**src/rtl/i2cee_pkg.sv**
```systemverilog
`default_nettype none
package i2cee_pkg;

  typedef enum logic [4:0] {
    PH_IDLE    = 5'd0,
    PH_START   = 5'd1,
    PH_SEND_DW = 5'd2,
    PH_ACK_DW  = 5'd3,
    PH_SEND_HI = 5'd4,
    PH_ACK_HI  = 5'd5,
    PH_SEND_LO = 5'd6,
    PH_ACK_LO  = 5'd7,
    PH_RESTART = 5'd8,
    PH_SEND_DR = 5'd9,
    PH_ACK_DR  = 5'd10,
    PH_READ    = 5'd11,
    PH_NACK    = 5'd12,
    PH_STOP    = 5'd13
  } phase_t;

  localparam logic KIND_TICK  = 1'b0;
  localparam logic KIND_START = 1'b1;

  localparam logic [2:0] ERR_OK        = 3'd0;
  localparam logic [2:0] ERR_ID_WRITE  = 3'd1;
  localparam logic [2:0] ERR_HIGH_ADDR = 3'd2;
  localparam logic [2:0] ERR_LOW_ADDR  = 3'd3;
  localparam logic [2:0] ERR_ID_READ   = 3'd4;

  typedef struct packed {
    logic        kind;
    logic [7:0]  device_byte;
    logic [15:0] word_address;
    logic        sda_in;
  } item_t;

  typedef struct packed {
    logic       scl_out;
    logic       sda_out;
    logic       busy_res;
    logic       done_res;
    logic [2:0] error_code;
    logic [7:0] read_data;
  } res_t;

endpackage
`default_nettype wire

```
**src/rtl/i2c_master_eeprom_random_read_core.sv**
```systemverilog
// Bit-level I2C master for one random byte read from an EEPROM with a 16-bit
// word address. An item with tuser set starts a transaction when the master is
// idle; every other item is one bus delay period that carries the sampled SDA
// level and returns the SCL and SDA levels to drive for that period, plus busy,
// done, an error code and the byte read. Every input item gives exactly one
// result item. The block takes one item per clock cycle while results are
// taken: an input register feeds the bit sequencer, whose single step of logic
// fills the result register. While the result is not taken, that register and
// the sequencer hold; the input register then takes an item only while empty.
`default_nettype none
module i2c_master_eeprom_random_read_core (
  input  wire logic        clk,
  input  wire logic        rst,
  input  wire logic        s_tvalid,
  output logic             s_tready,
  input  wire logic [31:0] s_tdata,  // device_byte, word_address, sda_in
  input  wire logic [0:0]  s_tuser,  // kind
  output logic             m_tvalid,
  input  wire logic        m_tready,
  output logic [15:0]      m_tdata   // scl_out, sda_out, busy_res, done_res,
                                     // error_code, read_data
);
  import i2cee_pkg::*;

  logic  in_valid;
  item_t in_item;
  logic  out_valid;
  res_t  out_res;
  res_t  res;
  logic  advance;
  logic  step;

  assign advance = !out_valid || m_tready;
  assign step = in_valid && advance;
  assign s_tready = !in_valid || advance;

  i2cee_seq u_seq (
    .clk  (clk),
    .rst  (rst),
    .step (step),
    .item (in_item),
    .res  (res)
  );

  always_ff @(posedge clk) begin
    if (rst) begin
      in_valid <= 1'b0;
    end else if (s_tvalid && s_tready) begin
      in_valid <= 1'b1;
    end else if (step) begin
      in_valid <= 1'b0;
    end
  end

  always_ff @(posedge clk) begin
    if (s_tvalid && s_tready) begin
      in_item.kind <= s_tuser[0];
      in_item.device_byte <= s_tdata[7:0];
      in_item.word_address <= s_tdata[23:8];
      in_item.sda_in <= s_tdata[24];
    end
  end

  always_ff @(posedge clk) begin
    if (rst) begin
      out_valid <= 1'b0;
    end else if (step) begin
      out_valid <= 1'b1;
    end else if (m_tready) begin
      out_valid <= 1'b0;
    end
  end

  always_ff @(posedge clk) begin
    if (step) begin
      out_res <= res;
    end
  end

  assign m_tvalid = out_valid;
  assign m_tdata = {1'b0, out_res.read_data, out_res.error_code, out_res.done_res,
                    out_res.busy_res, out_res.sda_out, out_res.scl_out};

endmodule
`default_nettype wire

```
**src/rtl/i2cee_seq.sv**
```systemverilog
`default_nettype none
module i2cee_seq (
  input  wire logic           clk,
  input  wire logic           rst,
  input  wire logic           step,
  input  wire i2cee_pkg::item_t item,
  output i2cee_pkg::res_t     res
);
  import i2cee_pkg::*;

  phase_t      phase, phase_next;
  logic [1:0]  sub_step, sub_step_next;
  logic [2:0]  bit_count, bit_count_next;
  logic [7:0]  shift_reg, shift_reg_next;
  logic [7:0]  held_device, held_device_next;
  logic [15:0] held_address, held_address_next;
  logic [7:0]  received_byte, received_byte_next;
  logic [2:0]  last_error, last_error_next;
  logic        line_scl, line_scl_next;
  logic        line_sda, line_sda_next;
  logic        busy;

  function automatic logic [7:0] enter_shift(phase_t p, logic [7:0] dev,
                                             logic [15:0] addr, logic [7:0] cur);
    logic [7:0] r;
    r = cur;
    case (p)
      PH_SEND_DW: r = dev;
      PH_SEND_HI: r = addr[15:8];
      PH_SEND_LO: r = addr[7:0];
      PH_SEND_DR: r = dev | 8'h01;
      PH_READ:    r = 8'h00;
      default:    r = cur;
    endcase
    return r;
  endfunction

  assign busy = (phase != PH_IDLE);

  always_comb begin
    res = '0;
    res.scl_out = 1'b1;
    res.sda_out = 1'b1;
    res.busy_res = 1'b1;
    if (item.kind == KIND_START) begin
      res.scl_out = busy ? line_scl : 1'b1;
      res.sda_out = busy ? line_sda : 1'b1;
    end else begin
      case (phase)
        PH_START, PH_RESTART: begin
          res.scl_out = (sub_step < 2'd2);
          res.sda_out = (sub_step == 2'd0);
        end
        PH_SEND_DW, PH_SEND_HI, PH_SEND_LO, PH_SEND_DR: begin
          res.scl_out = (sub_step == 2'd1);
          res.sda_out = shift_reg[7];
        end
        PH_ACK_DW, PH_ACK_HI, PH_ACK_LO, PH_ACK_DR, PH_NACK: begin
          res.scl_out = (sub_step == 2'd1);
        end
        PH_READ: begin
          res.scl_out = (sub_step == 2'd0);
        end
        PH_STOP: begin
          res.scl_out = (sub_step >= 2'd2);
          res.sda_out = (sub_step == 2'd0) || (sub_step == 2'd3);
          if (sub_step == 2'd3) begin
            res.done_res = 1'b1;
            res.error_code = last_error;
            res.read_data = (last_error == ERR_OK) ? received_byte : 8'h00;
          end
        end
        default: begin
          res.busy_res = 1'b0;
        end
      endcase
    end
  end

  always_comb begin
    logic       do_enter;
    phase_t     target;
    do_enter = 1'b0;
    target = PH_IDLE;
    phase_next = phase;
    sub_step_next = sub_step;
    bit_count_next = bit_count;
    shift_reg_next = shift_reg;
    held_device_next = held_device;
    held_address_next = held_address;
    received_byte_next = received_byte;
    last_error_next = last_error;
    line_scl_next = line_scl;
    line_sda_next = line_sda;
    if (item.kind == KIND_START) begin
      if (!busy) begin
        held_device_next = item.device_byte;
        held_address_next = item.word_address;
        last_error_next = ERR_OK;
        received_byte_next = 8'h00;
        line_scl_next = 1'b1;
        line_sda_next = 1'b1;
        do_enter = 1'b1;
        target = PH_START;
      end
    end else begin
      line_scl_next = res.scl_out;
      line_sda_next = res.sda_out;
      case (phase)
        PH_START, PH_RESTART: begin
          if (sub_step >= 2'd2) begin
            do_enter = 1'b1;
            target = (phase == PH_START) ? PH_SEND_DW : PH_SEND_DR;
          end else begin
            sub_step_next = sub_step + 2'd1;
          end
        end
        PH_SEND_DW, PH_SEND_HI, PH_SEND_LO, PH_SEND_DR: begin
          if (sub_step < 2'd2) begin
            sub_step_next = sub_step + 2'd1;
          end else begin
            shift_reg_next = {shift_reg[6:0], 1'b0};
            if (bit_count == 3'd7) begin
              do_enter = 1'b1;
              case (phase)
                PH_SEND_DW: target = PH_ACK_DW;
                PH_SEND_HI: target = PH_ACK_HI;
                PH_SEND_LO: target = PH_ACK_LO;
                default:    target = PH_ACK_DR;
              endcase
            end else begin
              bit_count_next = bit_count + 3'd1;
              sub_step_next = 2'd0;
            end
          end
        end
        PH_ACK_DW, PH_ACK_HI, PH_ACK_LO, PH_ACK_DR: begin
          if (sub_step == 2'd0) begin
            sub_step_next = 2'd1;
          end else if (sub_step == 2'd1) begin
            if (item.sda_in) begin
              case (phase)
                PH_ACK_DW: last_error_next = ERR_ID_WRITE;
                PH_ACK_HI: last_error_next = ERR_HIGH_ADDR;
                PH_ACK_LO: last_error_next = ERR_LOW_ADDR;
                default:   last_error_next = ERR_ID_READ;
              endcase
              do_enter = 1'b1;
              target = PH_STOP;
            end else begin
              sub_step_next = 2'd2;
            end
          end else begin
            do_enter = 1'b1;
            case (phase)
              PH_ACK_DW: target = PH_SEND_HI;
              PH_ACK_HI: target = PH_SEND_LO;
              PH_ACK_LO: target = PH_RESTART;
              default:   target = PH_READ;
            endcase
          end
        end
        PH_READ: begin
          if (sub_step == 2'd0) begin
            shift_reg_next = {shift_reg[6:0], item.sda_in};
            sub_step_next = 2'd1;
          end else if (bit_count == 3'd7) begin
            received_byte_next = shift_reg;
            do_enter = 1'b1;
            target = PH_NACK;
          end else begin
            bit_count_next = bit_count + 3'd1;
            sub_step_next = 2'd0;
          end
        end
        PH_NACK: begin
          if (sub_step < 2'd2) begin
            sub_step_next = sub_step + 2'd1;
          end else begin
            do_enter = 1'b1;
            target = PH_STOP;
          end
        end
        PH_STOP: begin
          if (sub_step == 2'd3) begin
            do_enter = 1'b1;
            target = PH_IDLE;
          end else begin
            sub_step_next = sub_step + 2'd1;
          end
        end
        default: begin
          phase_next = PH_IDLE;
        end
      endcase
    end
    if (do_enter) begin
      phase_next = target;
      sub_step_next = 2'd0;
      bit_count_next = 3'd0;
      shift_reg_next = enter_shift(target, held_device_next, held_address_next,
                                   shift_reg_next);
    end
  end

  always_ff @(posedge clk) begin
    if (rst) begin
      phase <= PH_IDLE;
      sub_step <= 2'd0;
      bit_count <= 3'd0;
      shift_reg <= 8'h00;
      held_device <= 8'h00;
      held_address <= 16'h0000;
      received_byte <= 8'h00;
      last_error <= ERR_OK;
      line_scl <= 1'b1;
      line_sda <= 1'b1;
    end else if (step) begin
      phase <= phase_next;
      sub_step <= sub_step_next;
      bit_count <= bit_count_next;
      shift_reg <= shift_reg_next;
      held_device <= held_device_next;
      held_address <= held_address_next;
      received_byte <= received_byte_next;
      last_error <= last_error_next;
      line_scl <= line_scl_next;
      line_sda <= line_sda_next;
    end
  end

  a_done_goes_idle: assert property (@(posedge clk) disable iff (rst)
    step && res.done_res |=> phase == PH_IDLE)
    else $error("sequencer not idle after finishing a transaction");

  a_error_clears_data: assert property (@(posedge clk) disable iff (rst)
    res.done_res && res.error_code != ERR_OK |-> res.read_data == 8'h00)
    else $error("read data shown with a failed transaction");

  a_idle_lines_released: assert property (@(posedge clk) disable iff (rst)
    phase == PH_IDLE |-> line_scl && line_sda)
    else $error("bus lines held while idle");

  a_stop_ends_high: assert property (@(posedge clk) disable iff (rst)
    step && res.done_res |-> res.scl_out && res.sda_out)
    else $error("stop condition did not release both lines");

endmodule
`default_nettype wire
```
**config.mk**
```make
export PLATFORM = sky130hd
export DESIGN_NAME = i2c_master_eeprom_random_read_core
export DESIGN_NICKNAME = d
export VERILOG_FILES = /design/src/rtl/i2cee_pkg.sv /design/src/rtl/i2c_master_eeprom_random_read_core.sv /design/src/rtl/i2cee_seq.sv
export SDC_FILE = /design/constraint.sdc
export NUM_CORES = 1
export LEC_CHECK = 0
export BUFFER_PORTS_ARGS = -buffer_cell sky130_fd_sc_hd__clkbuf_2
export CORE_AREA = 2 2 98 100
export CTS_CLUSTER_SIZE = 20
export DETAILED_ROUTE_END_ITERATION = 16
export DIE_AREA = 0 0 100 102
export PLACE_DENSITY = 0.75
export SYNTH_ARGS = -nofsm -noshare
export SYNTH_HDL_FRONTEND = slang
export SYNTH_HIERARCHICAL = 1
export SYNTH_SLANG_ARGS = --single-unit
```
**constraint.sdc**
```tcl
create_clock -name clk -period 2.76 [get_ports clk]
set_input_delay 0.138 -clock clk [delete_from_list [all_inputs] [get_ports clk]]
set_output_delay 0.138 -clock clk [all_outputs]
set_load 0.005 [all_outputs]
```
# Word-level counts from Yosys, hierarchy flattened
# Index checks and enable logic that the tools add are counted.
# op_classes
reduce_logical,32
muxes,84
n_eq_ne,32
bitwise,3
magnitude_cmp,2
add_sub_neg,2
# ops
operator,n
2-to-1 mux 8 bit,12
2-to-1 mux 5 bit,10
"== test 5 x 4 -> 1 bit, second input constant",8
case mux 8 bit (5 select lines),1
2-to-1 mux 3 bit,11
2-to-1 mux 16 bit,2
"== test 5 x 3 -> 1 bit, second input constant",6
case mux 5 bit (5 select lines),1
2-to-1 mux 2 bit,12
case mux 4 bit (3 select lines),2
2-to-1 mux 1 bit,21
2-to-1 mux 4 bit,4
case mux 8 bit (2 select lines),1
"== test 5 x 2 -> 1 bit, second input constant",3
nonzero test 2 bit,7
OR reduction 13 bit,1
2-to-1 mux 12 bit,1
"!= test 3 bit, second input constant",4
case mux 2 bit (6 select lines),1
OR reduction 4 bit,3
AND reduction 5 bit,2
case mux 3 bit (3 select lines),1
OR reduction 9 bit,1
AND reduction 8 bit,1
other kinds (30),39
# word_totals
in_bits,37
register_bits,98
elab_cells,177
output_inout_bits,18

# Logic depth before layout (Yosys ltp)
# depth
depth_word,9
depth_mapped,12
mapped_depth_nobuf,9

# Cells and area by module
# Netlist, hierarchy kept.
# modules_own_cells
module,seq_area_each_um2,cells_per_inst,instances,area_per_inst_um2
i2cee_seq,1081.0,436,1,3398.3
i2c_master_eeprom_random_read_core,1271.2,53,1,1346.3

# Least setup slack after synthesis
# OpenSTA, ideal clock, no wires.
# synth_path
path_type,reg-to-reg
from,register u_seq.sub_step[1]
to,register u_seq.shift_reg[0]
required_time_ps,2672
period_less_slack_ps,2623
arrival_ps,2535
slack_ps,137
path_buffers,3
stages_incl_launch_ff,13
setup_time_ps,88
cell_sequence,dfxtp_1 clkbuf_1 inv_1 ha_1 nor3b_1 a21boi_1 o311ai_4 a21oi_1 and4_1 buf_6 or2_1 buf_4 a311oi_2
# synth_via
elab_chain_len,8
word_cells_on_any_way,33
cone_classes,order compare: 2; eq/ne: 7; mux: 23; reduce/logical: 1
# synth_lines
element,line_no,text
"start, declared",i2cee_seq.sv:12,"logic [1:0] sub_step, sub_step_next;"
"start signal, assigned",i2cee_seq.sv:220,sub_step <= sub_step_next;
== test 2 x 1 -> 1 bit,i2cee_seq.sv:140,end else if (sub_step == 2'd1) begin
2-to-1 mux 5 bit,i2cee_seq.sv:140,
2-to-1 mux 5 bit,i2cee_seq.sv:138,if (sub_step == 2'd0) begin
case mux 5 bit (5 select lines),i2cee_seq.sv:109,case (phase)
2-to-1 mux 5 bit,i2cee_seq.sv:95,if (item.kind == KIND_START) begin
== test 5 x 4 -> 1 bit (tied with other cells),i2cee_seq.sv:27,case (p)
case mux 8 bit (5 select lines),i2cee_seq.sv:27,
2-to-1 mux 8 bit (*),i2cee_seq.sv:197,if (do_enter) begin
"end signal, assigned",i2cee_seq.sv:222,shift_reg <= shift_reg_next;
"end, declared",i2cee_seq.sv:14,"logic [7:0] shift_reg, shift_reg_next;"
# Mark *: on every way between the ends. The rest lies on a longest branch, timed or not.
# A chain may end at the register's enable or synchronous reset.

# Worst setup path after layout
# layout_path
from,register u_seq.sub_step[0]
to,register u_seq.shift_reg[0]
# Same word-level chain as after synthesis.

==> results.md <==
| Metric | Reported |
|---|---|
| Count of cells along the worst register-to-register path | 9 |
| Period minus WS final | 2.57 ns |
| Signed area change from the synthesized netlist to the final layout | 20.7% |
| Number of flip-flops in the largest register | 26 |
| Family of cells with the greatest summed delay on the critical path | simple AND/OR/NAND/NOR gates |
| Worst reg2reg path endpoint | u_seq/shift_reg[0] |
| Dominant combinational cell family by area after synthesis | simple AND/OR/NAND/NOR gates |
| Wirelength, routed | 11,000 um |
| Bufs and invs on worst path | 1 |
| TritonCTS buffer count | 9 |
| Biggest cell delay along the critical path | 0.47 ns |
| Number of nets in the layout | 620 |
| Detailed route wirelength on metal2 | 5340 um |
| Pin count of the biggest net entering global routing | 27 |
| Floorplan Core Area | 0.00911 sq mm |
| Count of state elements after synthesis | 97 |
| Number of global-route vias before repair | 3,910 |
| Commonest cells after routing, fill and taps aside | 89 x sky130_fd_sc_hd__nand2_1, 61 x sky130_fd_sc_hd__a21oi_1, 54 x sky130_fd_sc_hd__dfxtp_1, 46 x sky130_fd_sc_hd__clkbuf_2, 41 x sky130_fd_sc_hd__edfxtp_1 |
| Total number of vias | 3,980 |
| Cell at the root of the clock tree | sky130_fd_sc_hd__clkbuf_8 |
| Uppermost signal routing layer after detailed routing | met4 |
| Outcome | completed |
| Wire length of the first global-routing pass | 18,100 um |
| Cells traversed along the worst timing path | inv_1 > ha_1 > nor2b_1 > o211ai_1 > and3_1 > nand2_1 > nor4_4 > or2_1 > a311oi_2 |
| Post-synth EDFFs | 41 |
| CP startpoint | u_seq/sub_step[0] |
| Required time at the worst-slack endpoint | 2.99 ns |
| Fraction of synthesized area in multiplexers | 6.41% |
| Number of failing hold endpoints at the final stage | 0 |
| Worst-case clock skew | 0.00887 ns |
| Die W | 100 um |
| Register-to-Register Setup Slack | 0.19 ns |
| Cell Pwr Density | 482 mW/mm^2 |
| Count of different cell masters after synthesis | 69 |
| Worst vdd rail ir drop | 465 uV |
| Post-layout worst setup margin | 0.186 ns |
| Weighted congestion at the end of routability-driven global placement | 0.945 |
| Mapped cell area | 0.00474 sq mm |
| Path category of the worst min-delay check | input pin to register |
| PnR Total Power | 0.00276 W |
| Worst-skew pair later-pin latency | 0.36 ns |
| Cells after DPL | 651 |
| Cell count after synthesis | 489 |
| Total leakage power | 2.19 nW |
| Critical Setup Path Class | register to register |
| Area fraction in compound gates after synthesis | 16.6% |
| TNS Setup | 0 ns |
| Worst hold path depth | 3 |
| Number of buffers added on ports | 46 |
| Global route overflow | 0 |
| Simple-gate share of the synthesized area | 21.2% |
| Mean Syn Cell Area | 9.70 sq um |
| Boundary Pins | 55 |
| Antenna violations before repair | 0 |
| Predominant post-synthesis flop cell | sky130_fd_sc_hd__dfxtp_1 |
| Actual transition at the worst max-transition pin | 0.536 ns |
| Floorplan die area | 0.0102 sq mm |
| DP Worst Slack | 0.191 ns |
| Utilization after layout | 62.9% |
| Maximum buffer depth of the clock tree | 2 |
| Total half-perimeter wirelength after legalization and detailed placement | 7400 um |
| RSZ-0062 raised after global routing | false |
| Launching point of the worst reg2reg path | u_seq/sub_step[0] |
| Slew margin rel. | 63.3% |
| Core Rows | 35 |
| Filler-free cell count of the finished design | 693 |
| Clk slew on worst S/H paths | 0.10 ns |
| Crit path capture | u_seq/shift_reg[0] |
| Layout cells sized above 1 | 23.4% |
| Initial DRC Count | 276 |
| Maximum fanout encountered on the critical timing path | 8 |
| Sequential fraction of the synthesis area | 49.6% |
| Yosys Warn Count | 6 |
| Clock tree from TritonCTS | yes |
| Average vias per placed instance | 5.74 |
| Critical path startpoint category | register |
| Clock Sinks | 97 |
| Setup Fix Bufs, Post-CTS | 0 |
| Arrival time of data at the critical path endpoint | 2.80 ns |
| Remaining antenna violation count after routing | 0 |
| H-tree lvl count | 3 |
| Met3 wire length | 720 um |
| Critical path capture point type | register |
| Async set or reset register ratio after synthesis | 0% |
| Routed wire per std cell | 15.8 um |
| Final setup violating endpoints | 0 |
| Number of filler instances in the final layout | 731 |
| Iteration count of the initial detailed-routing pass | 6 |
| Leading cell type in the layout, fill and taps excluded | sky130_fd_sc_hd__nand2_1 |
| Highest Clock Rate | 388 MHz |
| Die height | 102 um |
| Final routed DRC violation total | 0 |
| Max Transition Viols Final | 0 |
| Net count after synthesis | 532 |
| Fraction of synthesized cell area in xor and xnor cells | 0.185% |
| Routed metal-1 wirelength | 4510 um |
| Overall routing resource usage | 22.4% |
| Number of antenna repair diodes | 0 |
| Critical Path Stages | 9 |
| Max-cap viol count | 0 |
| Initial Utilization | 52.1% |
| Highest-delay cell along the critical path | sky130_fd_sc_hd__dfxtp_1 |
| Reg with most FFs | in_item |
| Arithmetic-cell share of the synthesized area counting full adders, half adders and majority gates | 1.58% |
| Period utilization | 93.3% |
-- repair_timing --
action | in CTS | in global routing
endpoints found under the setup margin | 0 | 6
hold buffers | 26 | 0
resized for setup | 0 | 5
endpoints found under the hold margin | 26 | 0
-- cells in the mapped netlist, types with 2 or more instances --
master	instances	area share (%)
sky130_fd_sc_hd__edfxtp_1	41	26
sky130_fd_sc_hd__o31ai_1	7	1.1
sky130_fd_sc_hd__a32oi_1	9	1.7
sky130_fd_sc_hd__nand2b_1	8	1.1
sky130_fd_sc_hd__nor2_1	19	1.5
sky130_fd_sc_hd__mux2_2	16	3.8
sky130_fd_sc_hd__buf_2	6	0.63
sky130_fd_sc_hd__or2_2	2	0.26
sky130_fd_sc_hd__a31oi_1	2	0.26
sky130_fd_sc_hd__ha_1	6	1.6
sky130_fd_sc_hd__nand3_1	17	1.8
sky130_fd_sc_hd__or2_1	2	0.26
sky130_fd_sc_hd__buf_4	7	1.1
sky130_fd_sc_hd__dfxtp_1	56	24
sky130_fd_sc_hd__nor3_1	7	0.74
sky130_fd_sc_hd__o22ai_1	2	0.26
sky130_fd_sc_hd__a21o_1	2	0.32
sky130_fd_sc_hd__mux2i_1	11	2.3
sky130_fd_sc_hd__a21oi_1	61	6.4
sky130_fd_sc_hd__and2_1	14	1.8
sky130_fd_sc_hd__clkbuf_1	16	1.3
sky130_fd_sc_hd__and4_1	2	0.37
sky130_fd_sc_hd__o2111ai_1	2	0.37
sky130_fd_sc_hd__nand2_1	89	7.0
sky130_fd_sc_hd__nand4_1	2	0.26
sky130_fd_sc_hd__and3_1	3	0.40
sky130_fd_sc_hd__nor4b_1	2	0.37
sky130_fd_sc_hd__inv_1	11	0.87
sky130_fd_sc_hd__nor2b_1	6	0.79
sky130_fd_sc_hd__a311oi_2	2	0.63
sky130_fd_sc_hd__nand3b_1	2	0.32
sky130_fd_sc_hd__o211ai_1	5	0.79
sky130_fd_sc_hd__nor4_4	2	0.90
sky130_fd_sc_hd__nor3_2	2	0.42
sky130_fd_sc_hd__o21ai_0	14	1.5
-- worst reg2reg max path, cell delays in order, from the launching register on --
cell	delay (ns)
sky130_fd_sc_hd__dfxtp_1	0.47
sky130_fd_sc_hd__inv_1	0.10
sky130_fd_sc_hd__ha_1	0.27
sky130_fd_sc_hd__nor2b_1	0.15
sky130_fd_sc_hd__o211ai_1	0.20
sky130_fd_sc_hd__and3_1	0.30
sky130_fd_sc_hd__nand2_1	0.18
sky130_fd_sc_hd__nor4_4	0.32
sky130_fd_sc_hd__or2_1	0.32
sky130_fd_sc_hd__a311oi_2	0.15
-- metrics by stage --
| stage | cell area (sq um) | hold WS [ns] |
|---|---|---|
| after floorplan | 4740 | 0.200 |
| after global placement | 5230 | 0.314 |
| after detailed placement | 5230 | 0.317 |
| after CTS | 5700 | 0.00316 |
| after global routing | 5730 | 0.0140 |
| final | 5730 | 0.0200 |
-- where the power goes --
part	internal, W	switching, W	leakage (nW)
registers	0.00154	0.0000254	0.844
logic	0.000105	0.000125	1.24
clock network	0.000436	0.000527	0.103
total	0.00208	0.000677	2.19
-- how the worst min path moves through the flow --
stage                     slack (ns)   startpoint    endpoint
final                           0.02     s_tvalid    in_valid
after global routing            0.01     s_tvalid    in_valid
after CTS                      0.003     s_tvalid    in_valid
after detailed placement        0.32  s_tdata[13]  in_item[6]
after global placement          0.31  s_tdata[13]  in_item[6]
after floorplan                 0.20          rst    in_valid
-- layout make-up --
type | count | area (sq um) | share of cell area (%)
inverters | 13 | 48.8 | 0.852
multi-input cells | 348 | 2210 | 38.7
flip-flops and latches | 97 | 2350 | 41.1
clock buffers | 9 | 124 | 2.16
clock inverters | 7 | 86.3 | 1.51
well taps | 111 | 139 | 2.42
repair buffers | 108 | 761 | 13.3
-- cell families after synthesis --
family | after synthesis
and+or+nand+nor | 192
AOI/OAI and AO/OA | 120
DFF | 97
buffers and inverters | 44
muxes | 28
adders and majority gates | 6
other | 1
xor gates and xnor gates | 1
-- per-layer routing --
layer | global-route usage (%) | up-vias
li1 | - | 1932
met1 | 27.1 | 1822
met2 | 38.6 | 182
met3 | 4.65 | 44
met4 | 10.2 | 0
met5 | 0 | -
(Power assumes the default switching activity.)
